### src/integer_deque_macros.svh
// ----------------------------------------------------------------------------
// integer_deque_macros.svh
// Assertion macros used by the integer deque datapath.
// ----------------------------------------------------------------------------
`ifndef INTEGER_DEQUE_MACROS_SVH
`define INTEGER_DEQUE_MACROS_SVH

// A property that is checked on every rising clock edge outside reset.
`define IDEQ_ASSERT(lbl, clk, rst_n, prop, msg) \
  lbl: assert property (@(posedge clk) disable iff (!rst_n) (prop)) else $error(msg);

// An implication that is checked on every rising clock edge outside reset.
`define IDEQ_ASSERT_IMP(lbl, clk, rst_n, ante, cons, msg) \
  lbl: assert property (@(posedge clk) disable iff (!rst_n) (ante) |=> (cons)) else $error(msg);

`endif

### src/ideq_pkg.sv
// ----------------------------------------------------------------------------
// ideq_pkg
// Types and constants shared by the integer deque modules.
// ----------------------------------------------------------------------------
package ideq_pkg;

  // Default number of entries in the ring store.
  localparam int DEPTH_DEF = 64;

  // Field widths of the stream payloads.
  localparam int VALUE_W     = 32;
  localparam int OP_W        = 2;
  localparam int STATUS_W    = 2;
  localparam int COUNT_OUT_W = 7;
  localparam int IN_TDATA_W  = 32;
  localparam int IN_TUSER_W  = 2;
  localparam int OUT_FIELD_W = VALUE_W + STATUS_W + COUNT_OUT_W + 1 + VALUE_W + VALUE_W;
  localparam int OUT_TDATA_W = ((OUT_FIELD_W + 7) / 8) * 8;
  localparam int OUT_PAD_W   = OUT_TDATA_W - OUT_FIELD_W;

  // Operation codes carried on the input tuser.
  typedef enum logic [OP_W-1:0] {
    OP_PUSH_FRONT = 2'd0,
    OP_PUSH_BACK  = 2'd1,
    OP_POP_FRONT  = 2'd2,
    OP_POP_BACK   = 2'd3
  } op_e;

  // Result status codes.
  typedef enum logic [STATUS_W-1:0] {
    ST_OK    = 2'd0,
    ST_UNDER = 2'd1,
    ST_OVER  = 2'd2
  } status_e;

  // Commands from the controller to the datapath.
  typedef struct packed {
    logic accept;    // an input transfer happens this cycle
    logic fix;       // memory read data is valid and may refresh an end value
    logic load_out;  // capture the result into the output register
  } cmd_t;

endpackage

### src/ideq_ctrl.sv
// ----------------------------------------------------------------------------
// ideq_ctrl
// Controller of the integer deque: sequences accept, read fix-up and result
// hand-over, and owns the output valid flag.
// ----------------------------------------------------------------------------
module ideq_ctrl (
  input  logic           clk_i,
  input  logic           rst_ni,
  input  logic           s_axis_tvalid,
  output logic           s_axis_tready,
  output logic           m_axis_tvalid,
  input  logic           m_axis_tready,
  output ideq_pkg::cmd_t cmd_o
);

  // One-hot controller states.
  typedef enum logic [2:0] {
    S_IDLE = 3'b001,
    S_FIX  = 3'b010,
    S_HOLD = 3'b100
  } state_e;

  state_e state_q, state_d;
  logic   out_valid_q, out_valid_d;

  // Next-state and command logic.
  always_comb begin
    state_d      = state_q;
    cmd_o.accept   = 1'b0;
    cmd_o.fix      = 1'b0;
    cmd_o.load_out = 1'b0;
    case (state_q)
      S_IDLE: begin
        if (s_axis_tvalid) begin
          cmd_o.accept = 1'b1;
          state_d      = S_FIX;
        end
      end
      S_FIX: begin
        cmd_o.fix = 1'b1;
        state_d   = S_HOLD;
      end
      S_HOLD: begin
        if (!out_valid_q || m_axis_tready) begin
          cmd_o.load_out = 1'b1;
          state_d        = S_IDLE;
        end
      end
      default: begin
        state_d = S_IDLE;
      end
    endcase
  end

  // The output register empties on a transfer and fills on a load.
  always_comb begin
    out_valid_d = out_valid_q;
    if (cmd_o.load_out) begin
      out_valid_d = 1'b1;
    end else if (m_axis_tready) begin
      out_valid_d = 1'b0;
    end
  end

  always_ff @(posedge clk_i or negedge rst_ni) begin
    if (!rst_ni) begin
      state_q     <= S_IDLE;
      out_valid_q <= 1'b0;
    end else begin
      state_q     <= state_d;
      out_valid_q <= out_valid_d;
    end
  end

  assign s_axis_tready = (state_q == S_IDLE);
  assign m_axis_tvalid = out_valid_q;

endmodule

### src/ideq_dpath.sv
// ----------------------------------------------------------------------------
// ideq_dpath
// Datapath of the integer deque: ring store, head pointer, occupancy count,
// cached front and back values and the output register.
// ----------------------------------------------------------------------------
`include "integer_deque_macros.svh"

module ideq_dpath #(
  parameter int DEPTH = ideq_pkg::DEPTH_DEF
) (
  input  logic                               clk_i,
  input  logic                               rst_ni,
  input  ideq_pkg::cmd_t                     cmd_i,
  input  logic [ideq_pkg::IN_TUSER_W-1:0]    op_i,
  input  logic [ideq_pkg::VALUE_W-1:0]       value_i,
  output logic [ideq_pkg::OUT_TDATA_W-1:0]   out_data_o
);

  localparam int PTR_W = (DEPTH > 1) ? $clog2(DEPTH) : 1;
  localparam int CNT_W = $clog2(DEPTH + 1);
  localparam int SUM_W = CNT_W + 1;
  localparam int VW    = ideq_pkg::VALUE_W;

  // Ring store, written and read in clocked blocks.
  logic [VW-1:0] mem [DEPTH];
  logic [VW-1:0] rd_q;

  logic [PTR_W-1:0] head_q, head_d;
  logic [CNT_W-1:0] count_q, count_d;
  logic [VW-1:0]    front_q, front_d;
  logic [VW-1:0]    back_q, back_d;
  logic [VW-1:0]    popped_q, popped_d;
  ideq_pkg::status_e status_q, status_d;
  logic             fix_front_q, fix_front_d;
  logic             fix_back_q, fix_back_d;
  logic [ideq_pkg::OUT_TDATA_W-1:0] out_q;

  logic             we;
  logic [PTR_W-1:0] waddr;
  logic [PTR_W-1:0] raddr;
  logic             is_full;
  logic             is_zero;
  logic [SUM_W-1:0] head_ext;
  logic [SUM_W-1:0] cnt_ext;
  logic [PTR_W-1:0] head_dec;
  logic [PTR_W-1:0] head_inc;
  logic [PTR_W-1:0] tail_idx;
  logic [PTR_W-1:0] last2_idx;
  logic [CNT_W+ideq_pkg::COUNT_OUT_W-1:0] cnt_wide;
  logic             out_empty;

  // Folds a sum below twice the depth back into the ring.
  function automatic logic [PTR_W-1:0] wrap(input logic [SUM_W-1:0] s);
    logic [SUM_W-1:0] r;
    r = s;
    if (r >= SUM_W'(DEPTH)) begin
      r = r - SUM_W'(DEPTH);
    end
    return r[PTR_W-1:0];
  endfunction

  // Ring positions derived from the head and the count.
  always_comb begin
    head_ext  = SUM_W'(head_q);
    cnt_ext   = SUM_W'(count_q);
    is_full   = (count_q == CNT_W'(DEPTH));
    is_zero   = (count_q == '0);
    head_dec  = (head_q == '0) ? PTR_W'(DEPTH - 1) : head_q - 1'b1;
    head_inc  = wrap(head_ext + SUM_W'(1));
    tail_idx  = wrap(head_ext + cnt_ext);
    last2_idx = wrap(head_ext + cnt_ext - SUM_W'(2));
  end

  // Operation decode: state update at the transfer, end value fix-up after the read.
  always_comb begin
    head_d      = head_q;
    count_d     = count_q;
    front_d     = front_q;
    back_d      = back_q;
    popped_d    = popped_q;
    status_d    = status_q;
    fix_front_d = fix_front_q;
    fix_back_d  = fix_back_q;
    we          = 1'b0;
    waddr       = head_dec;
    raddr       = head_inc;
    if (cmd_i.accept) begin
      status_d    = ideq_pkg::ST_OK;
      popped_d    = '0;
      fix_front_d = 1'b0;
      fix_back_d  = 1'b0;
      case (ideq_pkg::op_e'(op_i))
        ideq_pkg::OP_PUSH_FRONT: begin
          if (is_full) begin
            status_d = ideq_pkg::ST_OVER;
          end else begin
            head_d  = head_dec;
            we      = 1'b1;
            waddr   = head_dec;
            front_d = value_i;
            if (is_zero) begin
              back_d = value_i;
            end
            count_d = count_q + 1'b1;
          end
        end
        ideq_pkg::OP_PUSH_BACK: begin
          if (is_full) begin
            status_d = ideq_pkg::ST_OVER;
          end else begin
            we     = 1'b1;
            waddr  = tail_idx;
            back_d = value_i;
            if (is_zero) begin
              front_d = value_i;
            end
            count_d = count_q + 1'b1;
          end
        end
        ideq_pkg::OP_POP_FRONT: begin
          if (is_zero) begin
            status_d = ideq_pkg::ST_UNDER;
          end else begin
            popped_d    = front_q;
            head_d      = head_inc;
            raddr       = head_inc;
            count_d     = count_q - 1'b1;
            fix_front_d = (count_q > CNT_W'(1));
          end
        end
        ideq_pkg::OP_POP_BACK: begin
          if (is_zero) begin
            status_d = ideq_pkg::ST_UNDER;
          end else begin
            popped_d   = back_q;
            raddr      = last2_idx;
            count_d    = count_q - 1'b1;
            fix_back_d = (count_q > CNT_W'(1));
          end
        end
        default: begin
          status_d = ideq_pkg::ST_OK;
        end
      endcase
    end
    if (cmd_i.fix) begin
      if (fix_front_q) begin
        front_d = rd_q;
      end
      if (fix_back_q) begin
        back_d = rd_q;
      end
    end
  end

  // Ring store write and registered read.
  always_ff @(posedge clk_i) begin
    if (we) begin
      mem[waddr] <= value_i;
    end
    rd_q <= mem[raddr];
  end

  // Pointer and count.
  always_ff @(posedge clk_i or negedge rst_ni) begin
    if (!rst_ni) begin
      head_q  <= '0;
      count_q <= '0;
    end else begin
      head_q  <= head_d;
      count_q <= count_d;
    end
  end

  // Payload registers.
  always_ff @(posedge clk_i) begin
    front_q     <= front_d;
    back_q      <= back_d;
    popped_q    <= popped_d;
    status_q    <= status_d;
    fix_front_q <= fix_front_d;
    fix_back_q  <= fix_back_d;
  end

  // Result packing into the output register.
  always_comb begin
    cnt_wide  = (CNT_W + ideq_pkg::COUNT_OUT_W)'(count_q);
    out_empty = (count_q == '0);
  end

  always_ff @(posedge clk_i) begin
    if (cmd_i.load_out) begin
      out_q <= {{ideq_pkg::OUT_PAD_W{1'b0}},
                (out_empty ? {VW{1'b0}} : back_q),
                (out_empty ? {VW{1'b0}} : front_q),
                out_empty,
                cnt_wide[ideq_pkg::COUNT_OUT_W-1:0],
                status_q,
                popped_q};
    end
  end

  assign out_data_o = out_q;

  // The count never exceeds the ring size.
  `IDEQ_ASSERT(a_count_bound, clk_i, rst_ni, count_q <= CNT_W'(DEPTH), "count beyond depth")

  // A pop on an empty ring reports underflow and leaves the count alone.
  `IDEQ_ASSERT_IMP(a_underflow, clk_i, rst_ni,
    cmd_i.accept && is_zero && (op_i == ideq_pkg::OP_POP_FRONT || op_i == ideq_pkg::OP_POP_BACK),
    status_q == ideq_pkg::ST_UNDER && $stable(count_q), "empty pop not flagged")

  // A push that fits raises the count by one.
  `IDEQ_ASSERT_IMP(a_push_count, clk_i, rst_ni,
    cmd_i.accept && !is_full && (op_i == ideq_pkg::OP_PUSH_FRONT || op_i == ideq_pkg::OP_PUSH_BACK),
    count_q == $past(count_q) + 1'b1, "push did not raise count")

endmodule

### src/integer_deque.sv
// ----------------------------------------------------------------------------
// integer_deque
// Double-ended queue of signed 32-bit integers held in a ring store.
// ----------------------------------------------------------------------------
// Usage:
//   Each slave-side transfer carries one operation on tuser (push front, push
//   back, pop front, pop back) and the value to push on tdata. Each operation
//   yields exactly one master-side transfer holding the popped value, a status
//   (ok, underflow, overflow), the entry count, an empty flag and the front and
//   back values after the operation.
//   The result reaches the output register in steps: the transfer in the idle
//   state updates the ring and issues a memory read, the fix state lets the
//   registered read data refresh the front or back value, and the hold state
//   loads the result once the output register is free. The single read port
//   of the ring store and the cached end values call for these steps; the
//   block takes a new item only in the idle state, after the result of the
//   last one has been loaded.
//   A result waits in the output register while the receiver stalls; the
//   next item is still taken, and its result is held back until the output
//   register frees. Reset empties the queue and clears the output valid flag;
//   the ring contents need no clearing as only written entries are read.
// ----------------------------------------------------------------------------
module integer_deque #(
  parameter int DEPTH = ideq_pkg::DEPTH_DEF
) (
  input  logic                             clk_i,
  input  logic                             rst_ni,
  input  logic                             s_axis_tvalid,
  output logic                             s_axis_tready,
  // [31:0] value
  input  logic [ideq_pkg::IN_TDATA_W-1:0]  s_axis_tdata,
  // [1:0] operation
  input  logic [ideq_pkg::IN_TUSER_W-1:0]  s_axis_tuser,
  output logic                             m_axis_tvalid,
  input  logic                             m_axis_tready,
  // [31:0] popped_value, [33:32] status, [40:34] entry_count, [41] is_empty,
  // [73:42] front_value, [105:74] back_value, [111:106] zero
  output logic [ideq_pkg::OUT_TDATA_W-1:0] m_axis_tdata
);

  ideq_pkg::cmd_t cmd;

  // Controller.
  ideq_ctrl u_ctrl (
    .clk_i         (clk_i),
    .rst_ni        (rst_ni),
    .s_axis_tvalid (s_axis_tvalid),
    .s_axis_tready (s_axis_tready),
    .m_axis_tvalid (m_axis_tvalid),
    .m_axis_tready (m_axis_tready),
    .cmd_o         (cmd)
  );

  // Datapath.
  ideq_dpath #(
    .DEPTH (DEPTH)
  ) u_dpath (
    .clk_i      (clk_i),
    .rst_ni     (rst_ni),
    .cmd_i      (cmd),
    .op_i       (s_axis_tuser),
    .value_i    (s_axis_tdata),
    .out_data_o (m_axis_tdata)
  );

endmodule

### config.mk
export PLATFORM = sky130hd
export DESIGN_NAME = integer_deque
export DESIGN_NICKNAME = d
export VERILOG_FILES = /design/src/ideq_pkg.sv /design/src/ideq_ctrl.sv /design/src/ideq_dpath.sv /design/src/integer_deque.sv
export VERILOG_INCLUDE_DIRS = /design/src /design/src/src
export SDC_FILE = /design/constraint.sdc
export NUM_CORES = 2
export LEC_CHECK = 0
export ABC_AREA = 1
export BUFFER_PORTS_ARGS = -buffer_cell sky130_fd_sc_hd__buf_4
export CORE_MARGIN = 1
export CORE_UTILIZATION = 55
export DETAILED_ROUTE_END_ITERATION = 7
export PLACE_DENSITY = 0.71
export SYNTH_ARGS = -nofsm -noshare
export SYNTH_HDL_FRONTEND = slang
export SYNTH_SLANG_ARGS = --single-unit
### constraint.sdc
create_clock -name clk_i -period 11.6 [get_ports clk_i]
set_clock_uncertainty 0.2 [all_clocks]
set_input_delay 2.32 -clock clk_i [delete_from_list [all_inputs] [get_ports clk_i]]
set_output_delay 2.32 -clock clk_i [all_outputs]
set_load 0.005 [all_outputs]
==> metrics.txt <==
setup violators final=0; Slew @ Worst Pin=around 1.4 ns; routability cong.=roughly 0.94; DRC errors left=8; top cells by count, synth=2568 x nand2_1, 2190 x edfxtp_1, 1841 x nand3_1; sequential area share after synthesis=0.681; leakage power=45.9 nW; final instance area=111000 sq um; Critical Path RT=12.12 ns; Critical Path Fanout Max=174; Die Wd=roughly 430 um; Seq cells post-synth=2303; IO Pins=152; Global Route Usage Sum=0.320; Num CTS Buffers=roughly 220; DIE HEIGHT=428 um; Yosys warnings=0; synthesis-to-layout area growth=10.6%; Die Area=184000 sq um; core region area=181000 sq um; peak supply drop=0.438 mV; Clk pin slew, worst setup/hold paths=0.06 ns; Final min period=between 7 and 8 ns; critical path arrival=7.65 ns; postcts setup bufs=0; startpoint types=primary input; Final Power=just over 30 mW; TritonCTS clock tree=built; Avg Cell Area, Syn=10.3 sq um; dpl cell area=103000 sq um; Initial Utilization=0.553; final hold viol count=0; layout cells sized above 1=0.0703; Final #Nets=9686; Post-CTS Resized=0; DR vias=71.2k; hpwl dp=170000 um; maximum number of pins on one net before global-route repair=about 180; failing checks=DRC; unrepaired setup endpoints after global routing=no; first-pass GRT wire length=approximately 430000 um; area leader, netlist=edfxtp_1; CTS Buffer Depth=3; CP max-delay cell=clkinv_1; WS Path Type=primary input to register; top cells by area, synth=edfxtp_1 66%, nand2_1 9.6%, nand3_1 9.2%; Synth Flop Type=edfxtp_1; Final Util=0.612; count leader, synth=nand2_1; total gr overflow=0; max cap viols=0; Min-Delay Path Class=register to register; Cell Area, Synth=between 100000 and 150000 sq um; worst skew pair latency=0.87 ns; vias per inst=5.84; DRT iter0 DRCs=11.3k; Post-DRT Antenna Nets=0; setup_tns=0 ns; Achievable Freq=140 MHz; CP most frequent cell=nand3_1; final WL=approximately 300000 um; area share of the largest cell type after synthesis=0.657; Slew HR=0.0819; instance count of the mapped netlist=about 9.7k; final period utilization=0.615; status=finished, violations left; vias in the first global route=66.0k; pwr dens=279 nW/um^2; Worst setup EP type=register; Port Buffers=145; first-pass detailed-route iteration total=8; initial antenna violation count=13; post-synth cell types=46; # hold bufs at CTS=0; CP Cell Sequence=buf_4 -> nand2_1 -> clkinv_1 -> nand3_2 -> nand2_1 -> nand2_8 -> buf_12 -> nand2_1 -> nand3_1 -> nand3_1 -> nand3_1 -> nand3_1 -> nand3_1 -> nand2_1; ys async rst share=0.00738; Max Slew Vio Count=0; highest cell delay on the worst timing path=0.88 ns; number of synthesized flops with an enable pin=2190; WHS=roughly 0.2 ns; row cnt=156; H-tree lvl count=4; Root Driver=clkbuf_16; wire per inst=approximately 24 um; CTS Sinks=approximately 2.3k
cell usage in the layout (no fill, tap or decap), types with 5 or more instances in the layout:
cell type   count
nand2_1      2563
a221oi_1       57
nor3_1          5
clkbuf_1       70
buf_12         19
clkinvlp_4      5
a21oi_1       125
ha_1           12
inv_1        1772
inv_2          11
clkbuf_8       15
o211ai_1       65
nand3_1      1841
clkinv_8        7
xor2_1         13
a22o_1         32
nand2_2        15
diode_2         7
nor2_1        154
nor2_4         71
o21ai_0        32
clkinv_1       33
clkinv_2       37
nand4_1         6
edfxtp_1     2190
nand3b_1       32
clkbuf_16     227
dfrtp_1        16
conb_1          6
buf_4         232
bufinv_16      18
dfxtp_1        96
kinds of logic after synthesis:
kind of cell	synth area share
compound gates	0.0222
other cells	0.0000375
xor+xnor	0.00131
flops	0.681
simple gates	0.202
fa+ha+maj	0.00170
buf+inv	0.0918
worst paths after layout:
path / from / end / slack (ns) / depth (start not counted)
worst max-delay path: s_axis_tuser[0] / u_dpath.rd_q[17] / 4.47 / 14
worst min-delay path: u_dpath.popped_q[7] / u_dpath.out_data_o[7] / 0.20 / 0
worst max register to register: u_ctrl.state_q[0] / u_dpath.rd_q[17] / 5.86 / 13
worst min register to register: u_dpath.popped_q[7] / u_dpath.out_data_o[7] / 0.20 / 0
max in group asynchronous: rst_ni / u_ctrl.state_q[0] / 9.82 / 1
min in group asynchronous: rst_ni / u_ctrl.state_q[2] / 1.11 / 1
final cells by class:
cell class                 instances  area [sq um]
timing repair buffer             251          2120
antenna                            7          17.5
fill                           14000         70100
clock buffer                     312          6150
tap                             2370          2970
multi-input combinational       5067         23300
clock inverter                   108          1170
sequential                      2303         68100
inverter                        1788          6730
registers in the layout (all words and copies together) (netlist names):
name and flops:
u_dpath.mem 2048, u_dpath.count_q 7, u_dpath.out_data_o 106, u_dpath.back_q 32, u_dpath.head_q 6, u_dpath.front_q 32
u_dpath.popped_q 32, u_ctrl.m_axis_tvalid 1, u_dpath.fix_front_q 1, u_dpath.status_q 2, u_dpath.fix_back_q 1, u_dpath.rd_q 32
u_ctrl.state_q 3
critical path: cells and delay by family:
kind                   cells  cell delay, ns
and+or+nand+nor           11            3.27
buffers and inverters      3            1.55
layer usage:
metal | up-vias | global-route usage | wire [um]
met5 | - | 0 | 52
met4 | 2 | 0.160 | 16300
met3 | 647 | 0.0783 | 39400
met2 | 4645 | 0.470 | 130000
met1 | 34300 | 0.445 | 113000
li1 | 31600 | - | -
per-stage QoR:
stage,std cells,setup slack (ns)
final,12200,4.47
after global routing,12200,4.31
after CTS,12200,4.77
after detailed placement,11800,3.85
after global placement,11800,3.93
after floorplan,9686,4.07
power breakdown:
group | internal (mW) | switching, mW | leakage [nW]
logic | 3.29 | 10.3 | 21.6
clock network | 4.11 | 3.18 | 3.56
registers | 9.57 | 0.375 | 20.7
(Power assumes the default switching activity.)
